**src/fspa_pkg.sv**
```systemverilog
// Shared types and constants for the fixed slot pool allocator.
// No dependencies; compile first.
`timescale 1ns / 1ps

package fspa_pkg;

    // Pool size; SLOT_W and CNT_W below follow from it.
    localparam int POOL_SLOTS = 16;

    localparam int SLOT_W = (POOL_SLOTS > 1) ? $clog2(POOL_SLOTS) : 1;
    localparam int CNT_W  = $clog2(POOL_SLOTS + 1);

    // Fixed field widths of the channels.
    localparam int SIZE_W         = 16;
    localparam int RELEASE_SLOT_W = 8;
    localparam int RANGE_W        = RELEASE_SLOT_W + 1;
    localparam int SLOT_FIELD_W   = 4;
    localparam int COUNT_FIELD_W  = 5;
    localparam int CFG_IDX_W      = 4;
    localparam int CFG_DATA_W     = 16;

    localparam logic [SIZE_W-1:0] DEFAULT_WIDTH_RST  = 16'd1920;
    localparam logic [SIZE_W-1:0] DEFAULT_HEIGHT_RST = 16'd1080;

    typedef logic [CFG_IDX_W-1:0] cfg_idx_t;
    localparam cfg_idx_t CFG_DEFAULT_WIDTH  = 4'd0;
    localparam cfg_idx_t CFG_DEFAULT_HEIGHT = 4'd1;

    typedef enum logic [0:0] {
        OP_ACQUIRE = 1'b0,
        OP_RELEASE = 1'b1
    } op_t;

    typedef enum logic [1:0] {
        ST_OK         = 2'd0,
        ST_EXHAUSTED  = 2'd1,
        ST_BAD_HANDLE = 2'd2
    } status_t;

    // Request item as held in the input register.
    typedef struct packed {
        op_t                       opcode;
        logic [SIZE_W-1:0]         req_width;
        logic [SIZE_W-1:0]         req_height;
        logic [RELEASE_SLOT_W-1:0] release_slot;
    } req_t;

endpackage

```
**src/fspa_if.sv**
```systemverilog
// Channel interfaces for the allocator: request, response, config write.
// Depends on fspa_pkg.
`timescale 1ns / 1ps

interface fspa_req_if;
    import fspa_pkg::*;

    logic                      valid;
    logic                      ready;
    op_t                       opcode;
    logic [SIZE_W-1:0]         req_width;
    logic [SIZE_W-1:0]         req_height;
    logic [RELEASE_SLOT_W-1:0] release_slot;

    modport source (output valid, opcode, req_width, req_height, release_slot,
                    input ready);
    modport sink   (input valid, opcode, req_width, req_height, release_slot,
                    output ready);
endinterface

interface fspa_rsp_if;
    import fspa_pkg::*;

    logic                     valid;
    logic                     ready;
    status_t                  status;
    logic [SLOT_FIELD_W-1:0]  granted_slot;
    logic [SIZE_W-1:0]        granted_width;
    logic [SIZE_W-1:0]        granted_height;
    logic [COUNT_FIELD_W-1:0] active_count;
    logic [COUNT_FIELD_W-1:0] peak_count;

    modport source (output valid, status, granted_slot, granted_width,
                    granted_height, active_count, peak_count,
                    input ready);
    modport sink   (input valid, status, granted_slot, granted_width,
                    granted_height, active_count, peak_count,
                    output ready);
endinterface

interface fspa_cfg_if;
    import fspa_pkg::*;

    logic                  valid;
    logic                  ready;
    cfg_idx_t              index;
    logic [CFG_DATA_W-1:0] data;

    modport source (output valid, index, data, input ready);
    modport sink   (input valid, index, data, output ready);
endinterface

```
**src/fixed_slot_pool_allocator_core.sv**
```systemverilog
// Top level of the fixed slot pool allocator: input register, allocate/free
// logic, result register. Depends on fspa_pkg and the interfaces in fspa_if.
`timescale 1ns / 1ps

// Usage
//   req : acquire (opcode 0, width/height, zero = default) or release
//         (opcode 1, release_slot). Accepted when req.valid && req.ready.
//   rsp : one item per request: status, granted slot/width/height and the
//         active and peak slot counts after that request.
//   cfg : register writes, always ready. Index 0 default width, index 1
//         default height; other indexes are dropped. Write only when idle.
// Timing
//   A request lands in the input register when accepted and moves to the
//   result register once that is free or being emptied.
//   Throughput is one item per cycle while rsp does not stall, set by the
//   combinational lowest-free priority encoder and count update on the busy bitmap.
// Reset
//   rst_n low empties both registers, frees every slot, zeroes the counts
//   and loads the defaults 1920 x 1080. No clearing pass is needed.
// Backpressure
//   While rsp stalls the result holds and the input register holds; with
//   both full req.ready drops. req.ready follows rsp.ready in the same cycle.

module fixed_slot_pool_allocator_core (
    input  logic              clk,
    input  logic              rst_n,
    fspa_req_if.sink          req,
    fspa_rsp_if.source        rsp,
    fspa_cfg_if.sink          cfg
);
    import fspa_pkg::*;

    // Input stage
    logic  s1_valid_reg;
    logic  s1_valid_next;
    req_t  s1_reg;
    logic  s1_adv;
    logic  req_acc;

    // Allocator state
    logic [POOL_SLOTS-1:0] busy_reg;
    logic [POOL_SLOTS-1:0] busy_next;
    logic [CNT_W-1:0]      active_reg;
    logic [CNT_W-1:0]      active_next;
    logic [CNT_W-1:0]      peak_reg;
    logic [CNT_W-1:0]      peak_next;
    logic [SIZE_W-1:0]     def_width_reg;
    logic [SIZE_W-1:0]     def_height_reg;

    // Result register
    logic                     out_valid_reg;
    logic                     out_valid_next;
    status_t                  status_reg;
    status_t                  status_next;
    logic [SLOT_FIELD_W-1:0]  gslot_reg;
    logic [SLOT_FIELD_W-1:0]  gslot_next;
    logic [SIZE_W-1:0]        gwidth_reg;
    logic [SIZE_W-1:0]        gwidth_next;
    logic [SIZE_W-1:0]        gheight_reg;
    logic [SIZE_W-1:0]        gheight_next;

    // Datapath
    logic              free_found;
    logic [SLOT_W-1:0] free_idx;
    logic              rel_in_range;
    logic [SLOT_W-1:0] rel_idx;
    logic              rel_busy;

    // Handshake: the input register moves on when the result slot is free
    // or being emptied this cycle.
    assign s1_adv    = s1_valid_reg && (!out_valid_reg || rsp.ready);
    assign req.ready = !s1_valid_reg || s1_adv;
    assign req_acc   = req.valid && req.ready;
    assign cfg.ready = 1'b1;

    assign s1_valid_next  = req_acc || (s1_valid_reg && !s1_adv);
    assign out_valid_next = s1_adv || (out_valid_reg && !rsp.ready);

    // Lowest free slot
    always_comb
    begin
        free_found = 1'b0;
        free_idx   = '0;
        for (int i = POOL_SLOTS - 1; i >= 0; i--)
        begin
            if (!busy_reg[i])
            begin
                free_found = 1'b1;
                free_idx   = SLOT_W'(i);
            end
        end
    end

    // Release handle check (out of range or already free is a bad handle)
    assign rel_in_range = RANGE_W'(s1_reg.release_slot) < RANGE_W'(POOL_SLOTS);
    assign rel_idx      = SLOT_W'(s1_reg.release_slot);
    assign rel_busy     = rel_in_range && busy_reg[rel_idx];

    always_comb
    begin
        busy_next    = busy_reg;
        active_next  = active_reg;
        peak_next    = peak_reg;
        status_next  = ST_OK;
        gslot_next   = '0;
        gwidth_next  = '0;
        gheight_next = '0;
        if (s1_adv)
        begin
            unique case (s1_reg.opcode)
                OP_ACQUIRE:
                begin
                    if (free_found)
                    begin
                        busy_next[free_idx] = 1'b1;
                        active_next  = active_reg + 1'b1;
                        gslot_next   = SLOT_FIELD_W'(free_idx);
                        gwidth_next  = (s1_reg.req_width != '0) ?
                                       s1_reg.req_width : def_width_reg;
                        gheight_next = (s1_reg.req_height != '0) ?
                                       s1_reg.req_height : def_height_reg;
                        if (active_next > peak_reg)
                        begin
                            peak_next = active_next;
                        end
                    end
                    else
                    begin
                        status_next = ST_EXHAUSTED;
                    end
                end
                OP_RELEASE:
                begin
                    if (rel_busy)
                    begin
                        busy_next[rel_idx] = 1'b0;
                        active_next = active_reg - 1'b1;
                    end
                    else
                    begin
                        status_next = ST_BAD_HANDLE;
                    end
                end
                default:
                begin
                    status_next = ST_BAD_HANDLE;
                end
            endcase
        end
    end

    // Control state
    always_ff @(posedge clk or negedge rst_n)
    begin
        if (!rst_n)
        begin
            s1_valid_reg   <= 1'b0;
            out_valid_reg  <= 1'b0;
            busy_reg       <= '0;
            active_reg     <= '0;
            peak_reg       <= '0;
            def_width_reg  <= DEFAULT_WIDTH_RST;
            def_height_reg <= DEFAULT_HEIGHT_RST;
        end
        else
        begin
            s1_valid_reg  <= s1_valid_next;
            out_valid_reg <= out_valid_next;
            busy_reg      <= busy_next;
            active_reg    <= active_next;
            peak_reg      <= peak_next;
            if (cfg.valid && cfg.index == CFG_DEFAULT_WIDTH)
            begin
                def_width_reg <= cfg.data;
            end
            if (cfg.valid && cfg.index == CFG_DEFAULT_HEIGHT)
            begin
                def_height_reg <= cfg.data;
            end
        end
    end

    // Payload registers
    always_ff @(posedge clk)
    begin
        if (req_acc)
        begin
            s1_reg.opcode       <= req.opcode;
            s1_reg.req_width    <= req.req_width;
            s1_reg.req_height   <= req.req_height;
            s1_reg.release_slot <= req.release_slot;
        end
        if (s1_adv)
        begin
            status_reg  <= status_next;
            gslot_reg   <= gslot_next;
            gwidth_reg  <= gwidth_next;
            gheight_reg <= gheight_next;
        end
    end

    // Counts reported are the ones after the item's own update, which are
    // the live counters until the next item advances.
    logic [COUNT_FIELD_W-1:0] active_hold_reg;
    logic [COUNT_FIELD_W-1:0] peak_hold_reg;

    always_ff @(posedge clk)
    begin
        if (s1_adv)
        begin
            active_hold_reg <= COUNT_FIELD_W'(active_next);
            peak_hold_reg   <= COUNT_FIELD_W'(peak_next);
        end
    end

    assign rsp.valid          = out_valid_reg;
    assign rsp.status         = status_reg;
    assign rsp.granted_slot   = gslot_reg;
    assign rsp.granted_width  = gwidth_reg;
    assign rsp.granted_height = gheight_reg;
    assign rsp.active_count   = active_hold_reg;
    assign rsp.peak_count     = peak_hold_reg;

`ifndef SYNTHESIS
    // Active counter tracks the bitmap population.
    a_active_matches_bitmap: assert property (@(posedge clk) disable iff (!rst_n)
        32'(active_reg) == $countones(busy_reg))
        else $error("active count differs from busy bitmap");

    // Peak never below the live count.
    a_peak_ge_active: assert property (@(posedge clk) disable iff (!rst_n)
        peak_reg >= active_reg)
        else $error("peak count below active count");

    // A granted acquire takes exactly one more slot.
    a_acquire_takes_one: assert property (@(posedge clk) disable iff (!rst_n)
        (s1_adv && s1_reg.opcode == OP_ACQUIRE && free_found) |=>
        $countones(busy_reg) == $countones($past(busy_reg)) + 1)
        else $error("acquire did not take exactly one slot");

    // A stalled result blocks the input stage.
    a_stall_holds_stage: assert property (@(posedge clk) disable iff (!rst_n)
        (out_valid_reg && !rsp.ready) |-> !s1_adv)
        else $error("input stage advanced over a stalled result");
`endif

endmodule

```
**src/flat_wrapper.sv**
```systemverilog
// flat-port wrapper written by rule: the top's interface ports become plain ports
module fixed_slot_pool_allocator_core_flat import fspa_pkg::*;
  (clk, rst_n, req_valid, req_opcode, req_req_width, req_req_height, req_release_slot, req_ready, rsp_valid, rsp_status, rsp_granted_slot, rsp_granted_width, rsp_granted_height, rsp_active_count, rsp_peak_count, rsp_ready, cfg_valid, cfg_index, cfg_data, cfg_ready);
  fspa_req_if req_i ();
  fspa_rsp_if rsp_i ();
  fspa_cfg_if cfg_i ();
  input  logic clk;
  input  logic rst_n;
  input wire logic [$bits(req_i.valid)-1:0] req_valid;
  input wire logic [$bits(req_i.opcode)-1:0] req_opcode;
  input wire logic [$bits(req_i.req_width)-1:0] req_req_width;
  input wire logic [$bits(req_i.req_height)-1:0] req_req_height;
  input wire logic [$bits(req_i.release_slot)-1:0] req_release_slot;
  output wire logic [$bits(req_i.ready)-1:0] req_ready;
  output wire logic [$bits(rsp_i.valid)-1:0] rsp_valid;
  output wire logic [$bits(rsp_i.status)-1:0] rsp_status;
  output wire logic [$bits(rsp_i.granted_slot)-1:0] rsp_granted_slot;
  output wire logic [$bits(rsp_i.granted_width)-1:0] rsp_granted_width;
  output wire logic [$bits(rsp_i.granted_height)-1:0] rsp_granted_height;
  output wire logic [$bits(rsp_i.active_count)-1:0] rsp_active_count;
  output wire logic [$bits(rsp_i.peak_count)-1:0] rsp_peak_count;
  input wire logic [$bits(rsp_i.ready)-1:0] rsp_ready;
  input wire logic [$bits(cfg_i.valid)-1:0] cfg_valid;
  input wire logic [$bits(cfg_i.index)-1:0] cfg_index;
  input wire logic [$bits(cfg_i.data)-1:0] cfg_data;
  output wire logic [$bits(cfg_i.ready)-1:0] cfg_ready;
  assign req_i.valid = req_valid;
  assign req_i.opcode = req_opcode;
  assign req_i.req_width = req_req_width;
  assign req_i.req_height = req_req_height;
  assign req_i.release_slot = req_release_slot;
  assign req_ready = req_i.ready;
  assign rsp_valid = rsp_i.valid;
  assign rsp_status = rsp_i.status;
  assign rsp_granted_slot = rsp_i.granted_slot;
  assign rsp_granted_width = rsp_i.granted_width;
  assign rsp_granted_height = rsp_i.granted_height;
  assign rsp_active_count = rsp_i.active_count;
  assign rsp_peak_count = rsp_i.peak_count;
  assign rsp_i.ready = rsp_ready;
  assign cfg_i.valid = cfg_valid;
  assign cfg_i.index = cfg_index;
  assign cfg_i.data = cfg_data;
  assign cfg_ready = cfg_i.ready;
  fixed_slot_pool_allocator_core u_core (.clk(clk), .rst_n(rst_n), .req(req_i), .rsp(rsp_i), .cfg(cfg_i));
endmodule
```
**config.mk**
```make
export PLATFORM = sky130hd
export DESIGN_NAME = fixed_slot_pool_allocator_core_flat
export DESIGN_NICKNAME = d
export VERILOG_FILES = /design/src/fspa_pkg.sv /design/src/fspa_if.sv /design/src/fixed_slot_pool_allocator_core.sv /design/src/flat_wrapper.sv
export SDC_FILE = /design/constraint.sdc
export NUM_CORES = 1
export LEC_CHECK = 0
export BUFFER_PORTS_ARGS = -buffer_cell sky130_fd_sc_hd__buf_2
export CAP_MARGIN = 20
export CORE_ASPECT_RATIO = 0.75
export CORE_UTILIZATION = 59
export CTS_CLUSTER_DIAMETER = 200
export DETAILED_ROUTE_END_ITERATION = 6
export PLACE_DENSITY_LB_ADDON = 0.1
export SLEW_MARGIN = 15
export SYNTH_ARGS = -nofsm -noshare
export SYNTH_HDL_FRONTEND = slang
export SYNTH_SLANG_ARGS = --single-unit
export TNS_END_PERCENT = 50
```
**constraint.sdc**
```tcl
create_clock -name clk -period 4.1 [get_ports clk]
set_input_delay 1.025 -clock clk [delete_from_list [all_inputs] [get_ports clk]]
set_output_delay 1.025 -clock clk [all_outputs]
set_load 0.005 [all_outputs]
```
Yosys cells after proc, flatten, opt, wreduce, memory -nomap -nowiden:

Index checks and enable logic that the tools add are counted.

* logic and storage cells: 109
* flip-flop bits (word level): 149
* bits in latches: 0
* input bits: 66
* memory bits (read-only): 0
* bits in writable memories: 0
* output and inout bits: 51
* memories kept: 0

* eq/ne operators: 3
* add/subtract/negate cells: 2
* reduce and logical (&&, ||, !) cells: 22
* $lt $le $gt $ge: 6
* multipliers: 0
* shifts and indexed selects: 0
* muxes and demuxes: 54
* divide/modulo/power cells: 0
* bitwise operators: 5

Operators with widths (number)
* two-way mux 16 bit: 4
* two-way mux 4 bit: 16
* two-way mux 5 bit: 7
* case mux 16 bit (2 select lines): 1
* nonzero test 16 bit: 2
* two-way mux 1 bit: 20
* bitwise AND 16 bit: 1
* NOT 16 bit: 1
* OR 16 bit: 1
* less-than comparator 4 x 5 -> 1 bit (second input constant): 2
* case mux 5 bit (2 select lines): 1
* logical AND 1 bit: 9
* demux 1 bit (select 4 bit): 2
* >= comparator 4 x 1 -> 1 bit (second input constant): 2
* less-than comparator 8 x 5 -> 1 bit (second input constant): 1
* adder 5 x 1 -> 5 bit (second input constant): 1
* greater-than comparator 5 bit: 1
* subtractor 5 x 1 -> 5 bit (second input constant): 1
* binary-select mux 1 bit (select 4 bit): 1
* equality test 4 x 1 -> 1 bit (second input constant): 1
* logical NOT 1 bit: 4
* logical NOT 4 bit: 1
* logical OR 1 bit: 4
* case mux 2 bit (2 select lines): 1
* 6 further kinds: 7

Logic depth before layout (Yosys ltp):

* depth after elaboration: 23
* gate-level depth with buffers: 8
* gate-level depth less buffers: 8

Least setup slack after synthesis:

OpenSTA, ideal clock, no wires.

* path type: input to register
* from: input rsp_ready
* to: register u_core.busy_reg[13]
* required time: 4.017 ns
* setup slack: 1.181 ns
* buffers on the path: 0
* stages on the path: 7
* arrival time: 2.836 ns
* path through: nand2b_1 nand2_1 inv_1 nand2_1 nor2_1 nand2_1 o21ai_0

* word-level cells in the longest chain between the ends: 3

Ends and longest elaborated chain
* start: declaration: RTL line flat_wrapper.sv:22 `input wire logic [$bits(rsp_i.ready)-1:0] rsp_ready;`
* logical OR 1 bit: RTL line fixed_slot_pool_allocator_core.sv:71 `assign s1_adv = s1_valid_reg && (!out_valid_reg || rsp.ready);`
* logical AND 1 bit: RTL line fixed_slot_pool_allocator_core.sv:71
* named net u_core.s1_adv: RTL line fixed_slot_pool_allocator_core.sv:37 `logic s1_adv;`
* AND reduction 3 bit (no source line)
* end signal: assignment: RTL line fixed_slot_pool_allocator_core.sv:169 `busy_reg <= busy_next;`
* end: declaration: RTL line fixed_slot_pool_allocator_core.sv:41 `logic [POOL_SLOTS-1:0] busy_reg;`

The timed path passes the listed nets, and every way through them passes these cells.
A chain may end at the register's enable or synchronous reset.

Worst setup path in the final report:

* from: input rsp_ready
* to: register u_core.peak_hold_reg[3] (netlist: u_core.rsp.peak_count[3]) (data pin)

* word-level cells in the longest chain between the ends: 3

Ends and longest elaborated chain
* logical OR 1 bit: RTL line fixed_slot_pool_allocator_core.sv:71
* logical AND 1 bit: RTL line fixed_slot_pool_allocator_core.sv:71
* two-way mux 5 bit: RTL line fixed_slot_pool_allocator_core.sv:108 `if (s1_adv)`
* named net u_core.peak_next[3]: RTL line fixed_slot_pool_allocator_core.sv:46 `logic [CNT_W-1:0] peak_next;`
* end signal: assignment: RTL line fixed_slot_pool_allocator_core.sv:212 `peak_hold_reg <= COUNT_FIELD_W'(peak_next);`
* end: declaration: RTL line fixed_slot_pool_allocator_core.sv:205 `logic [COUNT_FIELD_W-1:0] peak_hold_reg;`

The timed path passes the listed nets, and every way through them passes these cells.

==> impl_metrics.ini <==
[critical_path]
crit_path_top_delay_cell = a211oi_1
crit_path_max_incr_delay_ns = 0.68
critPathBufInv = 2
crit_type = primary input to flip-flop
rr_worst_depth = 8
worst_r2r_startpoint = u_core.active_reg[0]$_DFF_PN0_
critical_path.top_delay_family = compound AO/OA/AOI/OAI gates
required_ns = 4.26
cp-start-kind = primary input
timing.rr.end = u_core.rsp.peak_count[3]$_DFFE_PP_
worstPathCellList = buf_2, nand2b_1, nand2_1, buf_4, a211oi_1, o211a_1, mux2_2
r2r_slack_ns = 1.42
end_kind = flip-flop
crit_path_max_fanout = 10
arrival_ns = 2.90

[synthesis]
synth_area_um2 = 6180
synth_warnings = 0
synthCells = 453
yosys.area.top_type = edfxtp_1
async_flop_share_pct = 40.3
synth.top_cell.area_share_pct = 43.3
ys_ff_latch = 149
synth_nets = 526
synth_area_leaders = edfxtp_1 43%, dfrtp_1 21%, mux2_2 7.3%
yosysSeqAreaShare_pct = 67.7
netlist_top_cells_count = 89 x edfxtp_1, 52 x dfrtp_1, 41 x a21oi_1, 41 x nor2_1, 40 x mux2_2
synthFlopType = edfxtp_1
syn_avg_cell_area_um2 = 13.6
synth_edf_count = 89
synth.distinct_cells = 57
synth_most_common_cell = edfxtp_1

[pwr]
ir_drop_mv = 0.349
p_total_mw = 4.67
power.leakage_nw = 3.09
power_density_nw_per_um2 = 621

[timing]
worstMarginPinSlew_ns = 0.950
finalSetupTns_ns = 0
max-slew-margin-rel_pct = 36.7
finalWorstSetupSlack_ns = 1.35
rsz0062_at_grt = false
hold_viol_final = 0
setup_viol_count_final = 0
fmax_mhz = 364
holdWs_ns = 0.506
fin_crit_sh_pct = 67.0
clock_skew_ns = 0.00740
period_needed_ns = 2.75
slew_viol_final = 0

[cts]
clkSinkCount = 149
cts_tree = done
cts-htree-levels = 4
cts.path.max_buffers = 2
clk_latency_ns = 0.41
clk_pin_slew_ns = 0.06
cts_setup_buffers = 0
cts.repair.resized = 0
hold_buffers = 0
root_buffer = clkbuf_16
cts_buffers = 17

[final_layout]
largest_reg_flops = 37
area_delta_synth_final_pct = 21.8
drive_gt1_share_pct = 36.1
diodes = 0
fin_area_um2 = 7520
fin_nets = 650

[place]
pre_cts_ws_ns = 1.05
gp_congestion = 0.929
portBuffers = 115
dpl_cell_area_um2 = 6870
hpwl_um = 9500

[routing]
avgRoutedWirePerCell_um = 18.8
ant_nets = 0
drt_iter0_markers = 302
drc = 0
dr.pass1.iters = 5
vias = 4227
viasPerCell = 5.85
drt-total-wl_um = 13600

[global_routing]
grt_antenna_before_repair = 0
grt_pass1_vias = 3943
grt_max_degree = 42
grt_pass1_wl_um = 21100
grt_use_total_pct = 26.2
gr-total-overflow = 0

[floorplan]
row_count = 31
dieArea_um2 = 10900
dieWidth_um = 120
start_util_pct = 62.2
coreArea_um2 = 9930
ioPinCount = 117
die_y_um = 90.6

[flow_run]
cap_violations = 0

[worst_hold_path]
hold_class = flip-flop to flip-flop
hp-start = u_core.s1_valid_reg$_DFF_PN0_
holdPathEnd = u_core.rsp.valid$_DFF_PN0_
hold-path-cell-count = 1

[run_status]
outcome = finished clean
## placed cells by master (no fill, tap or decap), types with 2 or more instances in the layout
cell,netlist,final
buf_2,1,115
edfxtp_1,89,89
dfrtp_1,52,52
a21oi_1,41,41
nor2_1,41,41
mux2_2,40,40
o21ai_0,30,30
nand2_1,22,22
clkbuf_16,0,17
inv_1,12,11
nand2b_1,9,9
nor4_1,9,9
dfstp_2,8,8
ha_1,7,7
nand3_1,6,6
nor3_1,6,6
xnor2_1,4,4
nand4_1,4,4
mux2i_1,4,4
bufinv_16,0,4
buf_4,2,4
a211oi_1,3,3
a21o_1,3,3
o211ai_1,3,3
or2_2,3,3
and2_1,4,3
and4_1,3,3
a32o_1,3,3
clkinv_4,0,3
clkinv_2,0,3
nand3b_1,2,2
and2_2,1,2
nor2b_1,2,2
a22o_1,2,2
inv_6,0,2
## final cells by class
class                           instances  area, um^2
Fill cell                             632        2410
Clock inverter                         15         201
Tap cell                              132         165
Timing Repair Buffer                  120         633
Multi-Input combinational cell        277        1870
Clock buffer                           17         425
Inverter                               12        45.0
Sequential cell                       149        4180
## report_power, final
group	total [mW]	switching, mW	internal [mW]
clock network	1.63	0.612	1.02
registers	2.11	0.212	1.90
logic	0.921	0.518	0.403
## worst max path at each step
stage	start	endpoint	cells past startpoint	slack (ns)
floorplan	rsp_ready	u_core.busy_reg[13]$_DFFE_PN0P_	7	1.18
global placement	rsp_ready	u_core.rsp.peak_count[3]$_DFFE_PP_	7	1.11
detailed placement	rsp_ready	u_core.rsp.peak_count[1]$_DFFE_PP_	7	1.05
CTS	rsp_ready	u_core.rsp.peak_count[3]$_DFFE_PP_	7	1.39
global route	rsp_ready	u_core.rsp.peak_count[3]$_DFFE_PP_	7	1.21
finish	rsp_ready	u_core.rsp.peak_count[3]$_DFFE_PP_	7	1.35
## cells by family after synthesis
group	share of synthesized area, %
xor+xnor	0.709
mux	8.49
buf+inv	2.03
other cells	0.0607
flops	67.7
simple gates	9.84
fa+ha+maj	1.42
compound gates	9.72
## through the flow
stage               util (%)  cells
floorplan                  -    453
detailed placement      69.2    689
global route            75.8    722
global placement        69.2    689
CTS                     75.5    721
finish                  75.8    722
## per-layer routing
| metal | part of all wire [%] | up-vias | global-route usage [%] |
|---|---|---|---|
| met2 | 44 | 176 | 37.6 |
| met4 | 0.66 | 0 | 6.88 |
| li1 | - | 1933 | - |
| met5 | 0 | - | 0 |
| met1 | 48 | 2108 | 39.4 |
| met3 | 6.9 | 10 | 7.51 |
Note: power is estimated with default switching activity, not from simulation.
